### src/hdl/sha_pkg.sv
// ----------------------------------------------------------------------------
// sha_pkg: shared types, constants and round functions for the SHA-256 hasher
// holds the queue entry type, the initial hash value, the round constant
// table and the sigma functions used by the compression datapath
// ----------------------------------------------------------------------------
`default_nettype none

package sha_pkg;

  localparam int QueueDepth = 16;
  localparam int QueueAw    = $clog2(QueueDepth);

  localparam logic [5:0] LengthPos   = 6'd56;
  localparam logic [5:0] LastPos     = 6'd63;
  localparam logic [5:0] ScheduleLen = 6'd16;
  localparam logic [5:0] LastRound   = 6'd63;
  localparam logic [7:0] PadMark     = 8'h80;
  localparam logic [7:0] PadZero     = 8'h00;

  typedef logic [31:0] word_t;
  typedef word_t [7:0] hash_t;

  // one message word handed from the front to the back
  typedef struct packed {
    word_t word;
    logic  final_blk;
  } word_req_t;

  localparam hash_t InitHash = '{
    0: 32'h6a09e667, 1: 32'hbb67ae85, 2: 32'h3c6ef372, 3: 32'ha54ff53a,
    4: 32'h510e527f, 5: 32'h9b05688c, 6: 32'h1f83d9ab, 7: 32'h5be0cd19
  };

  function automatic word_t round_k(input logic [5:0] t);
    word_t k;
    unique case (t)
      6'd0:  k = 32'h428a2f98;  6'd1:  k = 32'h71374491;
      6'd2:  k = 32'hb5c0fbcf;  6'd3:  k = 32'he9b5dba5;
      6'd4:  k = 32'h3956c25b;  6'd5:  k = 32'h59f111f1;
      6'd6:  k = 32'h923f82a4;  6'd7:  k = 32'hab1c5ed5;
      6'd8:  k = 32'hd807aa98;  6'd9:  k = 32'h12835b01;
      6'd10: k = 32'h243185be;  6'd11: k = 32'h550c7dc3;
      6'd12: k = 32'h72be5d74;  6'd13: k = 32'h80deb1fe;
      6'd14: k = 32'h9bdc06a7;  6'd15: k = 32'hc19bf174;
      6'd16: k = 32'he49b69c1;  6'd17: k = 32'hefbe4786;
      6'd18: k = 32'h0fc19dc6;  6'd19: k = 32'h240ca1cc;
      6'd20: k = 32'h2de92c6f;  6'd21: k = 32'h4a7484aa;
      6'd22: k = 32'h5cb0a9dc;  6'd23: k = 32'h76f988da;
      6'd24: k = 32'h983e5152;  6'd25: k = 32'ha831c66d;
      6'd26: k = 32'hb00327c8;  6'd27: k = 32'hbf597fc7;
      6'd28: k = 32'hc6e00bf3;  6'd29: k = 32'hd5a79147;
      6'd30: k = 32'h06ca6351;  6'd31: k = 32'h14292967;
      6'd32: k = 32'h27b70a85;  6'd33: k = 32'h2e1b2138;
      6'd34: k = 32'h4d2c6dfc;  6'd35: k = 32'h53380d13;
      6'd36: k = 32'h650a7354;  6'd37: k = 32'h766a0abb;
      6'd38: k = 32'h81c2c92e;  6'd39: k = 32'h92722c85;
      6'd40: k = 32'ha2bfe8a1;  6'd41: k = 32'ha81a664b;
      6'd42: k = 32'hc24b8b70;  6'd43: k = 32'hc76c51a3;
      6'd44: k = 32'hd192e819;  6'd45: k = 32'hd6990624;
      6'd46: k = 32'hf40e3585;  6'd47: k = 32'h106aa070;
      6'd48: k = 32'h19a4c116;  6'd49: k = 32'h1e376c08;
      6'd50: k = 32'h2748774c;  6'd51: k = 32'h34b0bcb5;
      6'd52: k = 32'h391c0cb3;  6'd53: k = 32'h4ed8aa4a;
      6'd54: k = 32'h5b9cca4f;  6'd55: k = 32'h682e6ff3;
      6'd56: k = 32'h748f82ee;  6'd57: k = 32'h78a5636f;
      6'd58: k = 32'h84c87814;  6'd59: k = 32'h8cc70208;
      6'd60: k = 32'h90befffa;  6'd61: k = 32'ha4506ceb;
      6'd62: k = 32'hbef9a3f7;  6'd63: k = 32'hc67178f2;
    endcase
    return k;
  endfunction

  function automatic word_t big_sigma0(input word_t x);
    return {x[1:0], x[31:2]} ^ {x[12:0], x[31:13]} ^ {x[21:0], x[31:22]};
  endfunction

  function automatic word_t big_sigma1(input word_t x);
    return {x[5:0], x[31:6]} ^ {x[10:0], x[31:11]} ^ {x[24:0], x[31:25]};
  endfunction

  function automatic word_t small_sigma0(input word_t x);
    return {x[6:0], x[31:7]} ^ {x[17:0], x[31:18]} ^ {3'b000, x[31:3]};
  endfunction

  function automatic word_t small_sigma1(input word_t x);
    return {x[16:0], x[31:17]} ^ {x[18:0], x[31:19]} ^ {10'b0, x[31:10]};
  endfunction

endpackage

`default_nettype wire

### src/hdl/sha_queue.sv
// ----------------------------------------------------------------------------
// sha_queue: message word queue between front and back
// small first-word-fall-through queue of word requests
// ----------------------------------------------------------------------------
`default_nettype none

module sha_queue
  import sha_pkg::*;
(
  input  wire logic      clk,
  input  wire logic      rst,
  input  wire logic      wr_en,
  input  wire word_req_t wr_data,
  output logic           q_full,
  input  wire logic      rd_en,
  output word_req_t      rd_data,
  output logic           q_empty
);

  word_req_t             entries [QueueDepth];
  logic [QueueAw-1:0]    wr_ptr;
  logic [QueueAw-1:0]    rd_ptr;
  logic [QueueAw:0]      count;

  assign q_full  = (count == (QueueAw+1)'(QueueDepth));
  assign q_empty = (count == '0);
  assign rd_data = entries[rd_ptr];

  always_ff @(posedge clk) begin
    if (wr_en) begin
      entries[wr_ptr] <= wr_data;
    end
  end

  always_ff @(posedge clk) begin
    if (rst) begin
      wr_ptr <= '0;
      rd_ptr <= '0;
      count  <= '0;
    end else begin
      if (wr_en) begin
        wr_ptr <= wr_ptr + 1'b1;
      end
      if (rd_en) begin
        rd_ptr <= rd_ptr + 1'b1;
      end
      if (wr_en && !rd_en) begin
        count <= count + 1'b1;
      end else if (rd_en && !wr_en) begin
        count <= count - 1'b1;
      end
    end
  end

endmodule

`default_nettype wire

### src/hdl/sha_front.sv
// ----------------------------------------------------------------------------
// sha_front: byte intake and padding
// packs message bytes into words, appends the end mark, zero fill and bit
// length, and queues each completed word for compression
// ----------------------------------------------------------------------------
`default_nettype none

module sha_front
  import sha_pkg::*;
(
  input  wire logic       clk,
  input  wire logic       rst,
  input  wire logic [7:0] byte_value,
  input  wire logic       has_byte,
  input  wire logic       end_of_message,
  input  wire logic       push,
  output logic            full,
  input  wire logic       q_full,
  output logic            q_push,
  output word_req_t       q_data
);

  localparam logic [1:0] ST_IDLE = 2'd0;
  localparam logic [1:0] ST_MARK = 2'd1;
  localparam logic [1:0] ST_ZERO = 2'd2;
  localparam logic [1:0] ST_LEN  = 2'd3;

  logic [1:0]  state;
  logic [5:0]  fill;
  logic [23:0] word_acc;
  logic [63:0] message_bits;
  logic [2:0]  len_idx;

  logic        accept;
  logic        ins_en;
  logic [7:0]  ins_byte;
  logic        ins_final;

  assign full   = (state != ST_IDLE) || q_full;
  assign accept = push && !full;

  always_comb begin
    ins_en    = 1'b0;
    ins_byte  = PadZero;
    ins_final = 1'b0;
    unique case (state)
      ST_IDLE: begin
        if (accept && has_byte) begin
          ins_en   = 1'b1;
          ins_byte = byte_value;
        end
      end
      ST_MARK: begin
        ins_en   = !q_full;
        ins_byte = PadMark;
      end
      ST_ZERO: begin
        ins_en = !q_full && (fill != LengthPos);
      end
      ST_LEN: begin
        ins_en    = !q_full;
        ins_byte  = message_bits[63:56];
        ins_final = (len_idx == 3'd7);
      end
    endcase
  end

  // a word leaves whenever its fourth byte goes in
  assign q_push          = ins_en && (fill[1:0] == 2'b11);
  assign q_data.word     = {word_acc, ins_byte};
  assign q_data.final_blk = ins_final;

  always_ff @(posedge clk) begin
    if (ins_en) begin
      word_acc <= {word_acc[15:0], ins_byte};
    end
  end

  always_ff @(posedge clk) begin
    if (rst) begin
      state        <= ST_IDLE;
      fill         <= '0;
      message_bits <= '0;
      len_idx      <= '0;
    end else begin
      if (ins_en) begin
        fill <= fill + 1'b1;
      end
      unique case (state)
        ST_IDLE: begin
          if (accept && has_byte) begin
            message_bits <= message_bits + 64'd8;
          end
          if (accept && end_of_message) begin
            state <= ST_MARK;
          end
        end
        ST_MARK: begin
          if (!q_full) begin
            state <= ST_ZERO;
          end
        end
        ST_ZERO: begin
          if (fill == LengthPos) begin
            state   <= ST_LEN;
            len_idx <= '0;
          end
        end
        ST_LEN: begin
          // length goes out msb first; the shift leaves the count at zero
          if (ins_en) begin
            message_bits <= {message_bits[55:0], 8'h00};
            len_idx      <= len_idx + 1'b1;
            if (len_idx == 3'd7) begin
              state <= ST_IDLE;
            end
          end
        end
      endcase
    end
  end

endmodule

`default_nettype wire

### src/hdl/sha_back.sv
// ----------------------------------------------------------------------------
// sha_back: compression engine and digest output
// one round per cycle, stalling in rounds 0..15 while the queue is empty, with a
// sliding message schedule; after the final block of a message the digest is
// shifted out one word per request
`default_nettype none

module sha_back
  import sha_pkg::*;
(
  input  wire logic      clk,
  input  wire logic      rst,
  input  wire logic      q_empty,
  input  wire word_req_t q_data,
  output logic           q_pop,
  output logic           empty,
  input  wire logic      pop,
  output logic [2:0]     word_index,
  output logic [31:0]    digest_word,
  output logic           last_word
);

  localparam logic B_RUN = 1'b0;
  localparam logic B_ADD = 1'b1;

  logic        bstate;
  logic [5:0]  round;
  hash_t       hash;
  hash_t       v;
  word_t [15:0] win;
  logic        final_blk;
  hash_t       dig;
  logic        out_busy;
  logic [2:0]  out_idx;

  logic        need_word;
  logic        step;
  logic        add_go;
  word_t       wt;
  word_t       ch;
  word_t       maj;
  word_t       t1;
  word_t       t2;
  hash_t       hsum;

  assign need_word = (round < ScheduleLen);
  assign q_pop     = (bstate == B_RUN) && need_word && !q_empty;
  assign step      = (bstate == B_RUN) && (!need_word || !q_empty);
  assign add_go    = (bstate == B_ADD) && !(final_blk && out_busy);

  always_comb begin
    if (need_word) begin
      wt = q_data.word;
    end else begin
      wt = win[0] + small_sigma0(win[1]) + win[9] + small_sigma1(win[14]);
    end
    ch  = (v[4] & v[5]) ^ (~v[4] & v[6]);
    maj = (v[0] & v[1]) ^ (v[0] & v[2]) ^ (v[1] & v[2]);
    t1  = v[7] + big_sigma1(v[4]) + ch + round_k(round) + wt;
    t2  = big_sigma0(v[0]) + maj;
    for (int i = 0; i < 8; i++) begin
      hsum[i] = hash[i] + v[i];
    end
  end

  assign empty       = !out_busy;
  assign digest_word = dig[0];
  assign word_index  = out_idx;
  assign last_word   = (out_idx == 3'd7);

  // datapath registers
  always_ff @(posedge clk) begin
    if (step) begin
      win <= {wt, win[15:1]};
    end
    if (pop && out_busy) begin
      dig <= {word_t'(0), dig[7:1]};
    end
    if (add_go && final_blk) begin
      dig <= hsum;
    end
  end

  always_ff @(posedge clk) begin
    if (rst) begin
      bstate    <= B_RUN;
      round     <= '0;
      hash      <= InitHash;
      v         <= InitHash;
      final_blk <= 1'b0;
      out_busy  <= 1'b0;
      out_idx   <= '0;
    end else begin
      if (pop && out_busy) begin
        out_idx <= out_idx + 1'b1;
        if (out_idx == 3'd7) begin
          out_busy <= 1'b0;
        end
      end
      unique case (bstate)
        B_RUN: begin
          if (step) begin
            v <= {v[6], v[5], v[4], v[3] + t1, v[2], v[1], v[0], t1 + t2};
            if (q_pop && (round == ScheduleLen - 6'd1)) begin
              final_blk <= q_data.final_blk;
            end
            round <= round + 1'b1;
            if (round == LastRound) begin
              bstate <= B_ADD;
            end
          end
        end
        B_ADD: begin
          if (add_go) begin
            bstate <= B_RUN;
            if (final_blk) begin
              hash     <= InitHash;
              v        <= InitHash;
              out_busy <= 1'b1;
              out_idx  <= '0;
            end else begin
              hash <= hsum;
              v    <= hsum;
            end
          end
        end
      endcase
    end
  end

endmodule

`default_nettype wire

### src/hdl/sha256_stream_hasher.sv
// ----------------------------------------------------------------------------
// sha256_stream_hasher: streaming SHA-256 over a byte stream
// end of message: the front appends the end mark, zero fill and bit length,
//   then the back runs rounds 15 to 63 and the final add from the last
//   length word to the first digest word
// throughput: one byte per cycle into the word packer while full is low; the
//   round engine takes each 64-byte block through its rounds and a final add
// reset: synchronous, clears queue, counters and output; hash reloads the IV
// ----------------------------------------------------------------------------
`default_nettype none

module sha256_stream_hasher
  import sha_pkg::*;
(
  input  wire logic        clk,
  input  wire logic        rst,
  // request side
  input  wire logic [7:0]  byte_value,
  input  wire logic        has_byte,
  input  wire logic        end_of_message,
  input  wire logic        push,
  output logic             full,
  // digest side
  output logic [2:0]       word_index,
  output logic [31:0]      digest_word,
  output logic             last_word,
  output logic             empty,
  input  wire logic        pop
);

  // front to queue
  logic      q_push;
  word_req_t q_wr_data;
  logic      q_full;

  // queue to back
  logic      q_pop;
  word_req_t q_rd_data;
  logic      q_empty;

  // front: accepts requests, counts message bits, packs bytes into big-endian
  // words and, on the end mark, appends 0x80, zero fill and the bit length
  sha_front u_front (
    .clk            (clk),
    .rst            (rst),
    .byte_value     (byte_value),
    .has_byte       (has_byte),
    .end_of_message (end_of_message),
    .push           (push),
    .full           (full),
    .q_full         (q_full),
    .q_push         (q_push),
    .q_data         (q_wr_data)
  );

  // sixteen words of slack: the front can load a whole next block while the
  // back spends rounds 16..63 on the current one
  sha_queue u_queue (
    .clk     (clk),
    .rst     (rst),
    .wr_en   (q_push),
    .wr_data (q_wr_data),
    .q_full  (q_full),
    .rd_en   (q_pop),
    .rd_data (q_rd_data),
    .q_empty (q_empty)
  );

  // back: rounds 0..15 take their schedule word straight from the queue,
  // rounds 16..63 compute it from a 16-word window; the final block of a
  // message parks the digest in an output shift register and reloads the IV
  sha_back u_back (
    .clk         (clk),
    .rst         (rst),
    .q_empty     (q_empty),
    .q_data      (q_rd_data),
    .q_pop       (q_pop),
    .empty       (empty),
    .pop         (pop),
    .word_index  (word_index),
    .digest_word (digest_word),
    .last_word   (last_word)
  );

`ifndef SYNTHESIS
  // front never writes into a full queue
  a_no_overflow: assert property (@(posedge clk) disable iff (rst)
    !(q_push && q_full))
    else $error("word queue overflow");

  // back never reads an empty queue
  a_no_underflow: assert property (@(posedge clk) disable iff (rst)
    !(q_pop && q_empty))
    else $error("word queue underflow");

  // taking the last digest word drains the output before the next digest
  a_digest_drains: assert property (@(posedge clk) disable iff (rst)
    (pop && !empty && last_word) |=> empty)
    else $error("digest output not drained after last word");

  // an accepted request always finds room for the word it may complete
  a_accept_room: assert property (@(posedge clk) disable iff (rst)
    (push && !full) |-> !q_full)
    else $error("request accepted with queue full");
`endif

endmodule

`default_nettype wire
### config.mk
export PLATFORM = sky130hd
export DESIGN_NAME = sha256_stream_hasher
export DESIGN_NICKNAME = d
export VERILOG_FILES = /design/src/hdl/sha_pkg.sv /design/src/hdl/sha_queue.sv /design/src/hdl/sha_front.sv /design/src/hdl/sha_back.sv /design/src/hdl/sha256_stream_hasher.sv
export SDC_FILE = /design/constraint.sdc
export NUM_CORES = 2
export LEC_CHECK = 0
export BUFFER_PORTS_ARGS = -buffer_cell sky130_fd_sc_hd__buf_2
export CAP_MARGIN = 30
export CORE_UTILIZATION = 65
export DETAILED_ROUTE_END_ITERATION = 10
export PLACE_DENSITY = 0.89
export SLEW_MARGIN = 20
export SYNTH_ARGS = -nofsm -noshare
export SYNTH_HDL_FRONTEND = slang
export SYNTH_HIERARCHICAL = 1
export SYNTH_SLANG_ARGS = --single-unit
### constraint.sdc
create_clock -name clk -period 16.52 [get_ports clk]
set_input_delay 0.826 -clock clk [delete_from_list [all_inputs] [get_ports clk]]
set_output_delay 0.826 -clock clk [all_outputs]
set_load 0.01 [all_outputs]
# After elaboration in Yosys (flattened, before gate mapping)
# Memory sizes are Yosys's and may differ from the RTL's. A register that Yosys moved wholly into a read port is not among the register bits.
# Index checks and enable logic that the tools add are counted.
# Widths: inputs -> output; s select.
dict set report word_totals {
  inputBits 14
  latch_bits 0
  ramBits 528
  rom_bits 2048
  wordCells 205
  memories 2
  regBits 1404
}
# name depth width read_ports rd_ports_with_merged_regs wr line
set memory_table {}
lappend memory_table {{(no name shown)} 64 32 1 1 0 sha_pkg.sv:36} ;# unique case (t)
lappend memory_table {u_queue.entries 16 33 1 1 1 sha_queue.sv:20} ;# word_req_t entries [QueueDepth];
dict set report op_classes {
  order_cmp 1
  n_mul 0
  muxes 45
  add_sub_neg 27
  n_bitwise 18
  reduce_logical 40
  n_eq_ne 19
  div_mod_pow 0
  shift 0
}
# op n
set op_table {}
lappend op_table {{$mux 256} 5}
lappend op_table {{$add 32x32->32} 18}
lappend op_table {{$pmux 256 s2} 1}
lappend op_table {{$xor 32x32->32} 9}
lappend op_table {{$and 32x32->32} 5}
lappend op_table {{$mux 64} 2}
lappend op_table {{$pmux 64 s2} 1}
lappend op_table {{$add 64x4->64 const B} 1}
lappend op_table {{$mux 32} 1}
lappend op_table {{$not 32->32} 1}
lappend op_table {{$xor 32x22->32} 1}
lappend op_table {{$xor 32x29->32} 1}
lappend op_table {{$pmux 8 s3} 1}
lappend op_table {{$mux 3} 6}
lappend op_table {{$logic_and 1x1->1} 15}
lappend op_table {{$add 6x1->6 const B} 2}
lappend op_table {{$eq 6x6->1 const B} 2}
lappend op_table {{$mux 1} 12}
lappend op_table {{$mux 6} 2}
lappend op_table {{$ne 2x1->1 const B} 6}
lappend op_table {{$mux 2} 5}
lappend op_table {{$mux 5} 2}
lappend op_table {{$reduce_bool 2->1} 5}
lappend op_table {{$reduce_and 3->1} 3}
lappend op_table {{26 further kinds} 43}

# Depth between registers and ports, before layout
dict set report depth {
  ltp_word 12
  depth_mapped 48
  mapped_depth_nobuf 48
}

# By module
# The synthesis kept the hierarchy.
# module cells_per_inst instances seq_area_each_um2 area_per_inst_um2
set modules_own_cells {}
lappend modules_own_cells {sha_back 7448 1 34192.8 73576.8}
lappend modules_own_cells {sha_queue 917 1 16195.5 20644.8}
lappend modules_own_cells {sha_front 702 1 2162.1 5709.2}

# Least setup slack after synthesis
# OpenSTA, ideal clock, no wires.
dict set report synth_path {
  path_type {register to register}
  startpoint {register u_queue.count[0]}
  endpoint {register (tool-made name)}
  setup_time_ns 0.134
  path_buffers 5
  required_time_ns 16.386
  arrival_ns 9.385
  path_slack_ns 7.000
  path_stages_with_launch 15
  path_cell_list {dfxtp_1 -> or4_1 -> nor2_1 -> a21oi_1 -> buf_2 -> nand2_1 -> xor2_1 -> or2_2 -> clkbuf_1 -> clkbuf_1 -> clkbuf_1 -> clkbuf_1 -> ha_1 -> a21oi_1 -> mux4_2}
}
# item line
set synth_rtl {}
lappend synth_rtl {{start: declaration} sha_queue.sv:23} ;# logic [QueueAw:0] count;
lappend synth_rtl {{start signal: assignment} sha_queue.sv:48} ;# count <= count + 1'b1;
lappend synth_rtl {{start signal: assignment} sha_queue.sv:50} ;# count <= count - 1'b1;

# Final worst setup path
dict set report layout_path {
  startpoint {register u_back/win[51] (netlist name)}
  endpoint {register u_back/v[159] (netlist name)}
}
dict set report layout_between {
  elab_chain_len 10
}
# item line
set layout_lines {}
lappend layout_lines {{start: declaration} sha_back.sv:30} ;# word_t [15:0] win;
lappend layout_lines {{start signal: assignment} sha_back.sv:74} ;# win <= {wt, win[15:1]};
lappend layout_lines {{$xor 32x32->32} sha_pkg.sv:82} ;# return {x[6:0], x[31:7]} ^ {x[17:0], x[31:18]} ^ {3'b000, x[31:3]};
lappend layout_lines {{$xor 32x29->32} sha_pkg.sv:82}
lappend layout_lines {{$add 32x32->32 (3 in a row)} sha_back.sv:55} ;# wt = win[0] + small_sigma0(win[1]) + win[9] + small_sigma1(win[14]);
lappend layout_lines {{$mux 32} sha_back.sv:52} ;# if (need_word) begin
lappend layout_lines {{net u_back.wt[9]} sha_back.sv:39} ;# word_t wt;
lappend layout_lines {{$add 32x32->32} sha_back.sv:59} ;# t1 = v[7] + big_sigma1(v[4]) + ch + round_k(round) + wt;
lappend layout_lines {{$add 32x32->32} sha_back.sv:103} ;# v <= {v[6], v[5], v[4], v[3] + t1, v[2], v[1], v[0], t1 + t2};
lappend layout_lines {{$mux 256} sha_back.sv:102} ;# if (step) begin
lappend layout_lines {{$pmux 256 s2} sha_back.sv:100} ;# unique case (bstate)
lappend layout_lines {{end signal: assignment} sha_back.sv:103}
lappend layout_lines {{end signal: assignment} sha_back.sv:118} ;# v <= InitHash;
lappend layout_lines {{end signal: assignment} sha_back.sv:123} ;# v <= hsum;
lappend layout_lines {{end: declaration} sha_back.sv:29} ;# hash_t v;
# The timed path passes the listed nets, and every way through them passes these cells. The select of a mux whose other input is x is not followed.
# A chain may end at the register's enable or synchronous reset.

==> impl_metrics.tcl <==
set metrics [dict create \
    period_needed_ns 11.46 \
    root_buffer "clkbuf_16" \
    dieArea_um2 155000 \
    ff2ff_setup_slack_ns 5.06 \
    numCtsBuffers 195 \
    syn-num-nets 9688 \
    cp-startpoint "u_back/win[51]" \
    endpoint_kind "flop" \
    hold_viol 0 \
    post_cts_resized 0 \
    fin_area_um2 108000 \
    cap_violations 0 \
    fp-row-count 143 \
    worstSetupStartpointType "flop" \
    slew_headroom_pct 22.1 \
    layout-drive-gt1-share_pct 8.01 \
    place_area_um2 102000 \
    ys_seq_elements 1965 \
    synthSimpleGateAreaFrac_pct 9.99 \
    die_h_um 394 \
    postLayoutSetupSlackWorst_ns 5.06 \
    core_um2 152000 \
    critPathMaxFanout 5 \
    h-tree-depth 4 \
    outcome "completed" \
    start_util_pct 65.6 \
    synth_top_family_by_area "compound AO/OA/AOI/OAI gates" \
    synth_compound_area_share_pct 15.3 \
    drt_wl_total_um 303000 \
    synth_fa_ha_area_share_pct 9.37 \
    path_class "reg2reg" \
    worst-endpoint-required_ns 17.28 \
    drc_errors 0 \
    antenna_found_initial 7 \
    viasPerCell 6.86 \
    min_period_over_period_pct 69.4 \
    setup_tns_ns 0 \
    hold_buffers 0 \
    synth_mux_area_share_pct 3.59 \
    path_clk_slew_ns 0.06 \
    synth_edf_count 1320 \
    synth_cell_type_count 99 \
    synthCells 9067 \
    synth_ff_type "edfxtp_1" \
    crit_arrival_ns 12.22 \
    die_w_um 394 \
    synth_xor_area_share_pct 5.46 \
    drt_iter0_markers 11458 \
    overflow 0 \
    rsz0062_at_grt "no" \
    crit_end "u_back/v[159]" \
    finalSetupViolCount 0 \
    grt_pass1_vias 73707 \
    syn_area_per_cell_um2 11.0 \
    async_flop_share_pct 0 \
    io_buffers 51 \
    slowest_delay_ns 0.54 \
    final_nets 9497 \
    grtUsageTotal_pct 38.4 \
    drv_slew 0 \
    clk_latency_ns 0.87 \
    cts_setup_buffers 0 \
    vias 75979 \
    grt_max_degree 210 \
    final.setup_skew_ns 0.0606 \
    boundaryPins 52 \
    rr_endpoint "u_back/v[159]" \
    ant_nets 0 \
    slowest_stage "o31ai_1" \
    hold_class "in2reg" \
    yosysTopAreaCellShare_pct 39.7 \
    grt_pass1_wl_um 453000 \
    r2r_start "u_back/win[51]" \
    yosys-top-cells-area "edfxtp_1, dfxtp_1, ha_1" \
    dr.pass1.iters 6 \
    reg2regPathDepth 43 \
    dpl.hpwl_um 195000 \
    clock_sinks 1965 \
    yosysWarnings 6 \
    mappedNetlistArea_um2 99900 \
    routabilityCongestion 0.997 \
    worst_pin_slew_ns 1.17 \
    synth_area_leader_cell "edfxtp_1" \
    yosysSeqAreaShare_pct 52.6 \
    dp_slack_ns 5.47 \
    clk_path_buf_depth 3 \
    max_freq_ghz 0.0873 \
    crit_top_cell "fa_1" \
    cts_tree "yes" \
    synthToLayoutAreaGrowth_pct 8.55 \
    wl_per_cell_um 27.3 \
]
==> synth_stat cells, types with 36 or more instances <==
library cell	instances
inv_1	369
xor2_1	190
nor2_1	632
fa_1	196
clkbuf_1	455
nand4_1	63
a21oi_1	720
o211ai_1	68
dfxtp_1	645
nor2b_1	49
a22oi_1	102
o21ai_0	741
and3_1	64
a211oi_1	143
mux4_2	133
o21bai_1	59
o21a_1	54
xnor2_1	431
ha_1	411
nor3_1	115
a21o_1	179
edfxtp_1	1320
and2_1	65
nand2_1	919
o31ai_1	36
o22ai_1	50
a31oi_1	77
nand3_1	108
nand2b_1	83
==> through the flow <==
step,hold WS [ns],util [%],instances
after global placement,0.400,66.6,10689
after floorplan,0.400,-,9067
after global routing,0.310,71.2,11077
after detailed placement,0.405,66.8,10700
after CTS,0.276,71.2,11068
final,0.311,71.2,11080
==> sequential cells by signal (all words and copies together), names as in the netlist, 5 cells and up, named ones only <==
signal                cells
u_queue/count             5
u_queue/entries         528
u_back/dig              224
u_back/win              512
u_back/round              6
u_back/hash             256
u_front/message_bits     61
u_front/word_acc         24
u_back/digest_word       32
u_front/fill              6
u_back/v                256
==> cell families (layout without fill, tap and decap cells) <==
logic type / after synthesis / count (layout)
buf+inv: 928 / 908
xor+xnor: 622 / 622
compound gates: 2492 / 2492
flops: 1965 / 1965
other cells: 0 / 3
mux: 189 / 189
simple gates: 2234 / 2234
fa+ha+maj: 637 / 637
==> worst max-delay path, delay by kind of cell, from the launching register on <==
| family | cells | cell delay [ns] |
|---|---|---|
| compound gates | 15 | 4.41 |
| fa+ha+maj | 9 | 3.67 |
| xor+xnor | 6 | 1.47 |
| simple gates | 8 | 0.96 |
| flops | 1 | 0.50 |
| buf+inv | 5 | 0.34 |
==> metal layers <==
metal / global-route usage (%) / part of all wire, % / vias up
met5: 0 / 0.074 / -
met4: 16.9 / 5.1 / 10
met3: 10.4 / 13 / 1164
met2: 57.8 / 44 / 5654
met1: 52.3 / 37 / 36585
li1: - / - / 32566
==> how the worst min path moves through the flow <==
stage	startpoint	end	slack [ns]	depth (start not counted)
2_1_floorplan	u_back/win[132]	u_back/win[100]	0.40	0
3_3_place_gp	u_back/win[260]	u_back/win[228]	0.40	0
3_5_place_dp	u_back/win[167]	u_back/win[135]	0.40	0
4_1_cts	pop	u_back/out_busy	0.28	4
5_1_grt	pop	u_back/out_busy	0.31	4
6_report	pop	u_back/out_busy	0.31	4
==> placed cells by master (no fill, tap or decap), types with 59 or more instances in the layout <==
cell type,instances
a21o_1,179
nand4_1,63
and3_1,63
buf_4,92
a31oi_1,77
nand2_1,916
ha_1,410
xor2_1,190
a21oi_1,717
a22oi_1,102
inv_1,368
nand3_1,107
o211ai_1,68
xnor2_1,431
clkbuf_16,202
o21bai_1,59
edfxtp_1,1320
nand2b_1,81
dfxtp_1,642
mux4_2,133
nor3_1,114
nor2_1,625
fa_1,196
o21ai_0,741
a211oi_1,142
==> layout make-up <==
| type | instances | area, µm² |
|---|---|---|
| clock buffer | 249 | 5310 |
| tap | 2030 | 2540 |
| antenna | 3 | 7.51 |
| timing repair buffer | 165 | 1410 |
| inverter | 375 | 1410 |
| multi-input combinational | 6174 | 43800 |
| fill | 10111 | 43800 |
| clock inverter | 119 | 1390 |
| sequential | 1965 | 52600 |
Power is left out: the tool's default activity adds up to more than one toggle a clock period on the data nets, which glitch-free logic cannot reach.
